$ cat src/hdl/mlcd_pkg.sv
// Shared types, constants and lookup functions for the mouse-look camera direction block.
package mlcd_pkg;

	// CORDIC iterations per angle; the arctangent table holds 24 entries.
	localparam int CORDIC_STEPS = 16;
	localparam int ATAN_COUNT   = 24;

	// Angles in 1/256 degree.
	localparam int FULL_TURN    = 92160;
	localparam int HALF_TURN    = 46080;
	localparam int QUARTER_TURN = 23040;

	// The yaw sum is split into low bits that pass through and a high part reduced modulo 45.
	localparam int YAW_LOW_BITS = 11;
	localparam int YAW_HI_BITS  = 23;
	localparam int YAW_HI_MOD   = FULL_TURN / (1 << YAW_LOW_BITS);
	localparam int YAW_HI_CORR  = (1 << YAW_HI_BITS) % YAW_HI_MOD;

	localparam logic signed [31:0] CORDIC_GAIN = 32'sd652032874;

	// Configuration register indexes.
	localparam logic [1:0] REG_SENSITIVITY = 2'd0;
	localparam logic [1:0] REG_PITCH_LIMIT = 2'd1;

	typedef struct packed {
		logic signed [23:0] pointer_x;
		logic signed [23:0] pointer_y;
	} item_t;

	typedef struct packed {
		logic signed [15:0] dir_x;
		logic signed [15:0] dir_y;
		logic signed [15:0] dir_z;
	} result_t;

	// Arctangent of 2^-i in 1/65536 degree, rounded to nearest.
	function automatic logic [21:0] atan_entry(input logic [4:0] idx);
		logic [21:0] v;
		unique case (idx)
			5'd0:  v = 22'd2949120;
			5'd1:  v = 22'd1740967;
			5'd2:  v = 22'd919879;
			5'd3:  v = 22'd466945;
			5'd4:  v = 22'd234379;
			5'd5:  v = 22'd117304;
			5'd6:  v = 22'd58666;
			5'd7:  v = 22'd29335;
			5'd8:  v = 22'd14668;
			5'd9:  v = 22'd7334;
			5'd10: v = 22'd3667;
			5'd11: v = 22'd1833;
			5'd12: v = 22'd917;
			5'd13: v = 22'd458;
			5'd14: v = 22'd229;
			5'd15: v = 22'd115;
			5'd16: v = 22'd57;
			5'd17: v = 22'd29;
			5'd18: v = 22'd14;
			5'd19: v = 22'd7;
			5'd20: v = 22'd4;
			5'd21: v = 22'd2;
			5'd22: v = 22'd1;
			default: v = 22'd0;
		endcase
		return v;
	endfunction

	// Clamp to the Q1.14 range of a unit vector component.
	function automatic logic signed [15:0] sat_q14(input logic signed [17:0] v);
		logic signed [15:0] r;
		if (v > 18'sd16384) begin
			r = 16'sd16384;
		end else if (v < -18'sd16384) begin
			r = -16'sd16384;
		end else begin
			r = v[15:0];
		end
		return r;
	endfunction

endpackage

$ cat src/hdl/mouse_look_camera_direction.sv
// Mouse-look camera: pointer positions in, unit look direction out, via a shared CORDIC unit.
//
// Usage:
// Pointer positions arrive on the item channel (item_valid/item_ready, payload item) and one
// look direction per item leaves on the result channel (result_valid/result_ready, payload
// result). Sensitivity and pitch limit are written through cfg_we/cfg_index/cfg_data while
// the block is idle; writes to unknown indexes are dropped.
// Each item runs through a small sequencer: two sensitivity multiplies, a pitch clamp, a
// pitch CORDIC pass that hides the modulo-360 reduction of the yaw, a yaw CORDIC pass and
// two products for the horizontal components. item_ready is high only while the sequencer
// is idle and rises in the cycle after the result is loaded, so no new item is taken until
// the previous item's result is loaded. The finished result sits in an output register; a
// stalled receiver holds the next result in the last sequencer step, and no further item is
// taken until it moves.
// Reset restores the default sensitivity and pitch limit, sets yaw to -90 degrees, pitch to
// zero and treats the next item as the first one, whose pointer change is zero.
module mouse_look_camera_direction (
	input  logic                clk,
	input  logic                arst_n,
	input  logic                item_valid,
	output logic                item_ready,
	input  mlcd_pkg::item_t     item,
	output logic                result_valid,
	input  logic                result_ready,
	output mlcd_pkg::result_t   result,
	input  logic                cfg_we,
	input  logic [1:0]          cfg_index,
	input  logic [15:0]         cfg_data
);

	localparam logic [3:0] S_IDLE  = 4'd0;
	localparam logic [3:0] S_MULX  = 4'd1;
	localparam logic [3:0] S_MULY  = 4'd2;
	localparam logic [3:0] S_PITCH = 4'd3;
	localparam logic [3:0] S_CORDP = 4'd4;
	localparam logic [3:0] S_YLOAD = 4'd5;
	localparam logic [3:0] S_CORDY = 4'd6;
	localparam logic [3:0] S_MULC  = 4'd7;
	localparam logic [3:0] S_MULS  = 4'd8;
	localparam logic [3:0] S_DONE  = 4'd9;

	localparam logic signed [17:0] QUARTER18 = 18'(mlcd_pkg::QUARTER_TURN);
	localparam logic signed [17:0] HALF18    = 18'(mlcd_pkg::HALF_TURN);
	localparam logic signed [17:0] FULL18    = 18'(mlcd_pkg::FULL_TURN);
	localparam logic [4:0]         STEPS5    = 5'(mlcd_pkg::CORDIC_STEPS);
	localparam logic [1:0]         MOD_DONE2 = 2'd3;
	localparam logic [12:0]        HIMOD13   = 13'(mlcd_pkg::YAW_HI_MOD);
	// floor(v * 5826 / 2^18) equals floor(v / 45) for every folded value below 10082.
	localparam logic [12:0]        RECIP13   = 13'd5826;
	localparam logic [5:0]         HICORR6   = 6'(mlcd_pkg::YAW_HI_CORR);
	localparam logic [5:0]         HIADD6    =
		6'(mlcd_pkg::YAW_HI_MOD - mlcd_pkg::YAW_HI_CORR);
	localparam logic signed [63:0] ROUND46   = 64'sd1 <<< 46 >>> 1;

	// Control and architectural state
	logic [3:0]         state_q;
	logic [15:0]        sens_q;
	logic [14:0]        plim_q;
	logic [16:0]        yaw_q;
	logic signed [15:0] pitch_q;
	logic signed [23:0] prev_x_q;
	logic signed [23:0] prev_y_q;
	logic               first_q;
	logic               result_valid_q;
	logic [1:0]         mcnt_q;
	logic [4:0]         ccnt_q;

	// Datapath registers
	logic signed [24:0] dx_q;
	logic signed [24:0] dy_q;
	logic signed [63:0] prod_q;
	logic [22:0]        mq_q;
	logic [12:0]        mfold_q;
	logic [7:0]         mquo_q;
	logic [5:0]         mr_q;
	logic               msign_q;
	logic [10:0]        mlow_q;
	logic signed [31:0] cx_q;
	logic signed [31:0] cy_q;
	logic signed [24:0] cz_q;
	logic               cneg_q;
	logic signed [31:0] sp_q;
	logic signed [31:0] cp_q;
	logic signed [31:0] syaw_q;
	logic signed [31:0] cyaw_q;
	logic signed [15:0] dirx_q;
	mlcd_pkg::result_t  result_q;

	logic item_acc;
	logic out_load;
	assign item_ready   = (state_q == S_IDLE);
	assign item_acc     = item_valid && item_ready;
	assign out_load     = (state_q == S_DONE) && (!result_valid_q || result_ready);
	assign result_valid = result_valid_q;
	assign result       = result_q;

	// Pointer change; the first item counts as no movement.
	logic signed [24:0] dx_new;
	logic signed [24:0] dy_new;
	assign dx_new = first_q ? 25'sd0 :
		{item.pointer_x[23], item.pointer_x} - {prev_x_q[23], prev_x_q};
	assign dy_new = first_q ? 25'sd0 :
		{prev_y_q[23], prev_y_q} - {item.pointer_y[23], item.pointer_y};

	// Shared multiplier
	logic signed [31:0] mul_a;
	logic signed [31:0] mul_b;
	logic signed [63:0] mul_p;
	always_comb begin
		unique case (state_q)
			S_MULX: begin
				mul_a = {{7{dx_q[24]}}, dx_q};
				mul_b = {16'b0, sens_q};
			end
			S_MULY: begin
				mul_a = {{7{dy_q[24]}}, dy_q};
				mul_b = {16'b0, sens_q};
			end
			S_MULC: begin
				mul_a = cyaw_q;
				mul_b = cp_q;
			end
			S_MULS: begin
				mul_a = syaw_q;
				mul_b = cp_q;
			end
			default: begin
				mul_a = 32'sd0;
				mul_b = 32'sd0;
			end
		endcase
	end
	assign mul_p = mul_a * mul_b;

	// Scaled angle change in 1/256 degree, rounded half up.
	logic signed [63:0] scl_sum;
	logic signed [33:0] scl;
	assign scl_sum = prod_q + 64'sd128;
	assign scl     = scl_sum[41:8];

	logic signed [33:0] yaw_sum;
	assign yaw_sum = $signed({17'b0, yaw_q}) + scl;

	// Pitch update with clamp; limits above a quarter turn act as a quarter turn.
	logic [14:0]        lim;
	logic signed [34:0] lim_pos;
	logic signed [34:0] pitch_sum;
	logic signed [15:0] pitch_new;
	assign lim       = (plim_q > 15'(mlcd_pkg::QUARTER_TURN)) ?
		15'(mlcd_pkg::QUARTER_TURN) : plim_q;
	assign lim_pos   = $signed({20'b0, lim});
	assign pitch_sum = {{19{pitch_q[15]}}, pitch_q} + {scl[33], scl};
	always_comb begin
		if (pitch_sum > lim_pos) begin
			pitch_new = $signed({1'b0, lim});
		end else if (pitch_sum < -lim_pos) begin
			pitch_new = -$signed({1'b0, lim});
		end else begin
			pitch_new = pitch_sum[15:0];
		end
	end

	// Yaw high part modulo 45: 2^12 is one more than a multiple of 45, so the two halves
	// are summed, then the quotient comes from a reciprocal product and the remainder
	// from one subtraction, one step per cycle.
	logic        mod_done;
	logic [12:0] mod_fold;
	logic [25:0] mod_prod;
	logic [7:0]  mod_quo;
	logic [12:0] mod_rem;
	logic [5:0]  yaw_hi;
	assign mod_done = (mcnt_q == MOD_DONE2);
	assign mod_fold = {2'b0, mq_q[22:12]} + {1'b0, mq_q[11:0]};
	assign mod_prod = {13'b0, mfold_q} * {13'b0, RECIP13};
	assign mod_quo  = mod_prod[25:18];
	assign mod_rem  = mfold_q - 13'(mquo_q * HIMOD13);
	// The top bit of the high part carries negative weight; fold its residue back in.
	always_comb begin
		if (!msign_q) begin
			yaw_hi = mr_q;
		end else if (mr_q >= HICORR6) begin
			yaw_hi = mr_q - HICORR6;
		end else begin
			yaw_hi = mr_q + HIADD6;
		end
	end

	// Yaw angle folded into [-90, +90] degrees for the CORDIC.
	logic signed [17:0] ya;
	logic signed [17:0] ya_red;
	logic               ya_neg;
	assign ya = ($signed({1'b0, yaw_q}) >= HALF18) ?
		$signed({1'b0, yaw_q}) - FULL18 : $signed({1'b0, yaw_q});
	always_comb begin
		if (ya > QUARTER18) begin
			ya_red = HALF18 - ya;
			ya_neg = 1'b1;
		end else if (ya < -QUARTER18) begin
			ya_red = -HALF18 - ya;
			ya_neg = 1'b1;
		end else begin
			ya_red = ya;
			ya_neg = 1'b0;
		end
	end

	// CORDIC rotation unit, one iteration per cycle.
	logic               cordic_run;
	logic               cordic_done;
	logic signed [31:0] cx_sh;
	logic signed [31:0] cy_sh;
	logic signed [24:0] cat;
	assign cordic_done = (ccnt_q == STEPS5);
	assign cordic_run  = ((state_q == S_CORDP) || (state_q == S_CORDY)) && (ccnt_q < STEPS5);
	assign cx_sh       = cx_q >>> ccnt_q;
	assign cy_sh       = cy_q >>> ccnt_q;
	assign cat         = $signed({3'b0, mlcd_pkg::atan_entry(ccnt_q)});

	// Output rounding
	logic signed [63:0] prod_rnd;
	logic signed [32:0] sp_rnd;
	assign prod_rnd = prod_q + ROUND46;
	assign sp_rnd   = {sp_q[31], sp_q} + 33'sd32768;

	always_ff @(posedge clk or negedge arst_n) begin
		if (!arst_n) begin
			state_q        <= S_IDLE;
			sens_q         <= 16'd6554;
			plim_q         <= 15'd22784;
			yaw_q          <= 17'd69120;
			pitch_q        <= 16'sd0;
			prev_x_q       <= 24'sd400;
			prev_y_q       <= 24'sd300;
			first_q        <= 1'b1;
			result_valid_q <= 1'b0;
			mcnt_q         <= MOD_DONE2;
			ccnt_q         <= 5'd0;
		end else begin
			if (cfg_we) begin
				if (cfg_index == mlcd_pkg::REG_SENSITIVITY) begin
					sens_q <= cfg_data;
				end else if (cfg_index == mlcd_pkg::REG_PITCH_LIMIT) begin
					plim_q <= cfg_data[14:0];
				end
			end
			if (!mod_done) begin
				mcnt_q <= mcnt_q + 2'd1;
			end
			if (cordic_run) begin
				ccnt_q <= ccnt_q + 5'd1;
			end
			if (out_load) begin
				result_valid_q <= 1'b1;
			end else if (result_ready) begin
				result_valid_q <= 1'b0;
			end
			unique case (state_q)
				S_IDLE: begin
					if (item_valid) begin
						prev_x_q <= item.pointer_x;
						prev_y_q <= item.pointer_y;
						first_q  <= 1'b0;
						state_q  <= S_MULX;
					end
				end
				S_MULX: state_q <= S_MULY;
				S_MULY: begin
					mcnt_q  <= 2'd0;
					state_q <= S_PITCH;
				end
				S_PITCH: begin
					pitch_q <= pitch_new;
					ccnt_q  <= 5'd0;
					state_q <= S_CORDP;
				end
				S_CORDP: begin
					if (cordic_done && mod_done) begin
						yaw_q   <= {yaw_hi, mlow_q};
						state_q <= S_YLOAD;
					end
				end
				S_YLOAD: begin
					ccnt_q  <= 5'd0;
					state_q <= S_CORDY;
				end
				S_CORDY: begin
					if (cordic_done) begin
						state_q <= S_MULC;
					end
				end
				S_MULC: state_q <= S_MULS;
				S_MULS: state_q <= S_DONE;
				S_DONE: begin
					if (out_load) begin
						state_q <= S_IDLE;
					end
				end
				default: state_q <= S_IDLE;
			endcase
		end
	end

	always_ff @(posedge clk) begin
		if (item_acc) begin
			dx_q <= dx_new;
			dy_q <= dy_new;
		end
		if ((state_q == S_MULX) || (state_q == S_MULY) ||
			(state_q == S_MULC) || (state_q == S_MULS)) begin
			prod_q <= mul_p;
		end
		if (state_q == S_MULY) begin
			mq_q    <= yaw_sum[33:11];
			msign_q <= yaw_sum[33];
			mlow_q  <= yaw_sum[10:0];
		end
		if (mcnt_q == 2'd0) begin
			mfold_q <= mod_fold;
		end
		if (mcnt_q == 2'd1) begin
			mquo_q <= mod_quo;
		end
		if (mcnt_q == 2'd2) begin
			mr_q <= mod_rem[5:0];
		end
		if (state_q == S_PITCH) begin
			// Pitch never leaves a quarter turn, so it needs no folding.
			cx_q   <= mlcd_pkg::CORDIC_GAIN;
			cy_q   <= 32'sd0;
			cz_q   <= {pitch_new[15], pitch_new, 8'b0};
			cneg_q <= 1'b0;
		end else if (state_q == S_YLOAD) begin
			cx_q   <= mlcd_pkg::CORDIC_GAIN;
			cy_q   <= 32'sd0;
			cz_q   <= {ya_red[16:0], 8'b0};
			cneg_q <= ya_neg;
		end else if (cordic_run) begin
			if (!cz_q[24]) begin
				cx_q <= cx_q - cy_sh;
				cy_q <= cy_q + cx_sh;
				cz_q <= cz_q - cat;
			end else begin
				cx_q <= cx_q + cy_sh;
				cy_q <= cy_q - cx_sh;
				cz_q <= cz_q + cat;
			end
		end
		if ((state_q == S_CORDP) && cordic_done && mod_done) begin
			sp_q <= cy_q;
			cp_q <= cx_q;
		end
		if ((state_q == S_CORDY) && cordic_done) begin
			syaw_q <= cy_q;
			cyaw_q <= cneg_q ? -cx_q : cx_q;
		end
		if (state_q == S_MULS) begin
			dirx_q <= mlcd_pkg::sat_q14(prod_rnd[63:46]);
		end
		if (out_load) begin
			result_q.dir_x <= dirx_q;
			result_q.dir_y <= mlcd_pkg::sat_q14({sp_rnd[32], sp_rnd[32:16]});
			result_q.dir_z <= mlcd_pkg::sat_q14(prod_rnd[63:46]);
		end
	end

`ifndef SYNTHESIS
	a_yaw_range: assert property (@(posedge clk) disable iff (!arst_n)
		yaw_q < 17'(mlcd_pkg::FULL_TURN))
		else $error("yaw angle left the full turn");

	a_pitch_range: assert property (@(posedge clk) disable iff (!arst_n)
		(pitch_q <= 16'sd23040) && (pitch_q >= -16'sd23040))
		else $error("pitch angle beyond a quarter turn");

	a_accept_starts: assert property (@(posedge clk) disable iff (!arst_n)
		item_valid && item_ready |=> state_q == S_MULX)
		else $error("accepted item did not start the sequencer");

	a_mod_before_yaw: assert property (@(posedge clk) disable iff (!arst_n)
		state_q == S_YLOAD |-> mod_done)
		else $error("yaw used before its reduction finished");

	a_result_from_done: assert property (@(posedge clk) disable iff (!arst_n)
		$rose(result_valid_q) |-> $past(state_q == S_DONE))
		else $error("result raised outside the final step");
`endif

endmodule

$ cat config.mk
export PLATFORM = sky130hd
export DESIGN_NAME = mouse_look_camera_direction
export DESIGN_NICKNAME = d
export VERILOG_FILES = /design/src/hdl/mlcd_pkg.sv /design/src/hdl/mouse_look_camera_direction.sv
export SDC_FILE = /design/constraint.sdc
export NUM_CORES = 2
export LEC_CHECK = 0
export BUFFER_PORTS_ARGS = -buffer_cell sky130_fd_sc_hd__buf_4
export CORE_MARGIN = 1
export CORE_UTILIZATION = 45
export CTS_CLUSTER_SIZE = 40
export DETAILED_ROUTE_END_ITERATION = 7
export HOLD_SLACK_MARGIN = 0.08
export PLACE_DENSITY = 0.65
export RECOVER_POWER = 50
export SETUP_SLACK_MARGIN = 0.2
export SLEW_MARGIN = 20
export SYNTH_ARGS = -nofsm -noshare
export SYNTH_HDL_FRONTEND = slang
export SYNTH_SLANG_ARGS = --single-unit
$ cat constraint.sdc
create_clock -name clk -period 9.9 [get_ports clk]
set_clock_uncertainty 0.15 [all_clocks]
set_input_delay 0.495 -clock clk [delete_from_list [all_inputs] [get_ports clk]]
set_output_delay 0.495 -clock clk [all_outputs]
set_load 0.03 [all_outputs]
==> impl_results.md <==
- Status: complete, but fails checks
- Failing checks: capacitance limit, slew limit
- GP Congestion: 1.012
- Die ar.: 0.1741 mm²
- Post-synth ARST share: 22.52%
- Total gr overflow: 0
- Post-Synth Simple-Gate Area: 14.10%
- Initial Util: 45.29%
- Filler cell count: 15856
- Setup total negative slack: 0 ps
- Slew margin rel.: -166.4%
- Clk_lat worst skew: 720 ps
- Maxcap violations: 9
- Fin util: 50.05%
- Die H: 417.3 µm
- Mapped Area: 0.07761 mm²
- Synth Register Bits: 555
- CTS H-Tree Depth: 3
- WP data required: 10200 ps
- Worst setup SP type: flip-flop
- Yosys cell types: 102
- Drt first pass iters: 6
- Cell mode on critical path: fa_1
- Layout area overhead: 10.49%
- Initial antenna violation count: 4
- Drt initial violations: 6232
- Clock sinks: 555
- EDFF count, synth: 357
- CP Buf/Inv Count: 9
- Synth top area share: 29.02%
- Drt drc: 0
- Post-Synth XOR/XNOR Area: 5.044%
- Ranking of synthesized cells by area: fa_1, edfxtp_1, ha_1, inv_1, nor2_1
- CTS tree: done
- Vias: 61918
- Vias in the first global route: 63163
- Hold Startpoint: dirx_q[5]$_DFFE_PN_
- Total GRT Usage: 29.79%
- Core region area: 0.1714 mm²
- Mux share of post-synthesis cell area: 4.785%
- Crit path kind: flip-flop to flip-flop
- First-pass GRT wire length: 391.5 mm
- Crit share post-route: 95.84%
- FF-to-FF setup slack: 410 ps
- Worst r2r path cells: 33
- Synth warnings: 0
- Num CTS Buffers: 71
- IO Pins: 121
- Slowest CP cell: fa_1
- Cell family with most CP delay: adder cells
- Synth Area in Compound Gates: 10.64%
- Arr. time, crit path: 9790 ps
- Gate Count Post-Synth: 8295
- Cell taking the most area after synthesis: fa_1
- Final Hold Violating Endpoints: 0
- Max Buffers Root-to-Sink: 3
- CTS root buf: clkbuf_16
- Crit Reg-Reg Endpoint: prod_q[61]$_DFFE_PP_
- Min-Delay Endpoint: result[37]$_DFFE_PP_
- DR WL/cell: 23.78 µm
- Tightest Pin Transition: 3996 ps
- Most common cell after layout, fill and taps aside: inv_1
- Period minus WS final: 9488 ps
- Syn_nets: 10022
- Pin count of the biggest net entering global routing: 83
- Row Count: 152
- ANT nets after route: 0
- HP Class: flip-flop to flip-flop
- Share of layout cells above drive strength 1: 9.946%
- CP Max Fanout: 18
- Post-DP HPWL: 206.4 mm
- Fin nets: 10174
- Hold Crit Depth: 0
- Main synth FF type: edfxtp_1
- Register area share after synthesis: 19.77%
- RSZ-0062 raised after global routing: true
- Most frequent cells in the layout: inv_1, fa_1, nor2_1
- Final setup vio count: 0
- Syn Area/Cell: 9.356 µm²
- Slowest stage delay, CP: 600 ps
- Fmax achieved: 105.4 MHz
- Via/cell ratio: 5.724
- Adder-cell share of the synthesized area: 37.58%
- Worst-path clk slew: 70 ps
- Main combinational cell family by area after synthesis: adder cells
- CP endpoint kind: flip-flop
- Final max-slew violation count: 416
- Die width: 417.3 µm
- Routed wire length: 257.3 mm
- Port bufs: 120
- Origin of the critical flop-to-flop path: state_q[2]$_DFFE_PN0P_
-- metrics by stage --
step | cells | setup WS [ps] | instance area [µm²] | hold WS (ps)
after floorplan | 8295 | 239.3 | 77630 | 49.41
after global placement | 10606 | 102.2 | 82540 | 250.5
after detailed placement | 10606 | -10.11 | 82540 | 254.5
after CTS | 10804 | 215.8 | 85730 | 105.2
after global routing | 10816 | 100.5 | 85750 | 262.8
final | 10817 | 411.6 | 85750 | 262.8
-- area by class of cell --
class | instances | area [µm²] | share of cell area, %
Clock buffer | 80 | 1861 | 2.170
Timing Repair Buffer | 496 | 4070 | 4.746
Multi-Input combinational cell | 6091 | 56290 | 65.65
Tap cell | 2310 | 2890 | 3.370
Clock inverter | 52 | 655.6 | 0.7645
Antenna cell | 1 | 2.502 | 0.002918
Sequential cell | 555 | 15350 | 17.90
Inverter | 1232 | 4628 | 5.397
-- synthesized netlist by cell type (all sizes together), types with 137 or more instances --
| cell type | instances |
|---|---|
| inv | 1231 |
| edfxtp | 357 |
| clkbuf | 349 |
| a21o | 137 |
| nand2 | 908 |
| nor2 | 922 |
| a21oi | 282 |
| xor2 | 155 |
| xnor2 | 292 |
| ha | 531 |
| fa | 1125 |
| o21ai | 303 |
-- logic make-up (layout without fill, tap and decap cells) --
family,Yosys count,after routing
simple gates,2486,2486
fa+ha+maj,1656,1656
buf+inv,1649,1860
compound gates,1255,1255
flops,555,555
xor+xnor,447,447
mux,247,247
other cells,0,1
-- sequential cells by signal, indices dropped and copies added, names as in the netlist, 32 cells and up --
signal,cells
result,48
cx_q,32
cp_q,32
syaw_q,32
prod_q,54
cyaw_q,32
cy_q,32
-- metal layers --
layer / vias up / wire (µm) / GRT usage (%)
met5: - / 47 / 0
li1: 27512 / - / -
met4: 6 / 12690 / 12.87
met3: 556 / 23230 / 5.881
met2: 2780 / 113400 / 45.75
met1: 31064 / 107900 / 40.90
-- worst register-to-register path, delay by kind of cell, from the launching register on --
family | cells | cell delay, ps
fa+ha+maj | 9 | 4420
compound gates | 8 | 1400
buf+inv | 9 | 1400
simple gates | 6 | 1250
flops | 1 | 460
xor+xnor | 1 | 130
-- what timing repair did --
action | in CTS | in global routing
setup endpoints to repair | 11 | 18
gates resized for setup | 11 | 60
hold endpoints to repair | 142 | 0
buffers inserted | 0 | 10
hold buffers | 66 | 0
pin swaps | 0 | 4
gates cloned | 0 | 2
-- how the worst max path moves through the flow --
stage,start,end,slack [ps],depth (start not counted)
2_1_floorplan,state_q[2]$_DFFE_PN0P_,prod_q[56]$_DFFE_PP_,240,35
3_3_place_gp,state_q[0]$_DFFE_PN0P_,prod_q[56]$_DFFE_PP_,100,29
3_5_place_dp,state_q[0]$_DFFE_PN0P_,prod_q[56]$_DFFE_PP_,-10,30
4_1_cts,state_q[3]$_DFFE_PN0P_,prod_q[56]$_DFFE_PP_,220,31
5_1_grt,state_q[0]$_DFFE_PN0P_,prod_q[56]$_DFFE_PP_,100,36
6_report,state_q[2]$_DFFE_PN0P_,prod_q[61]$_DFFE_PP_,410,33
Power is left out: the tool's default activity adds up to more than one toggle a clock period on the data nets, which glitch-free logic cannot reach.
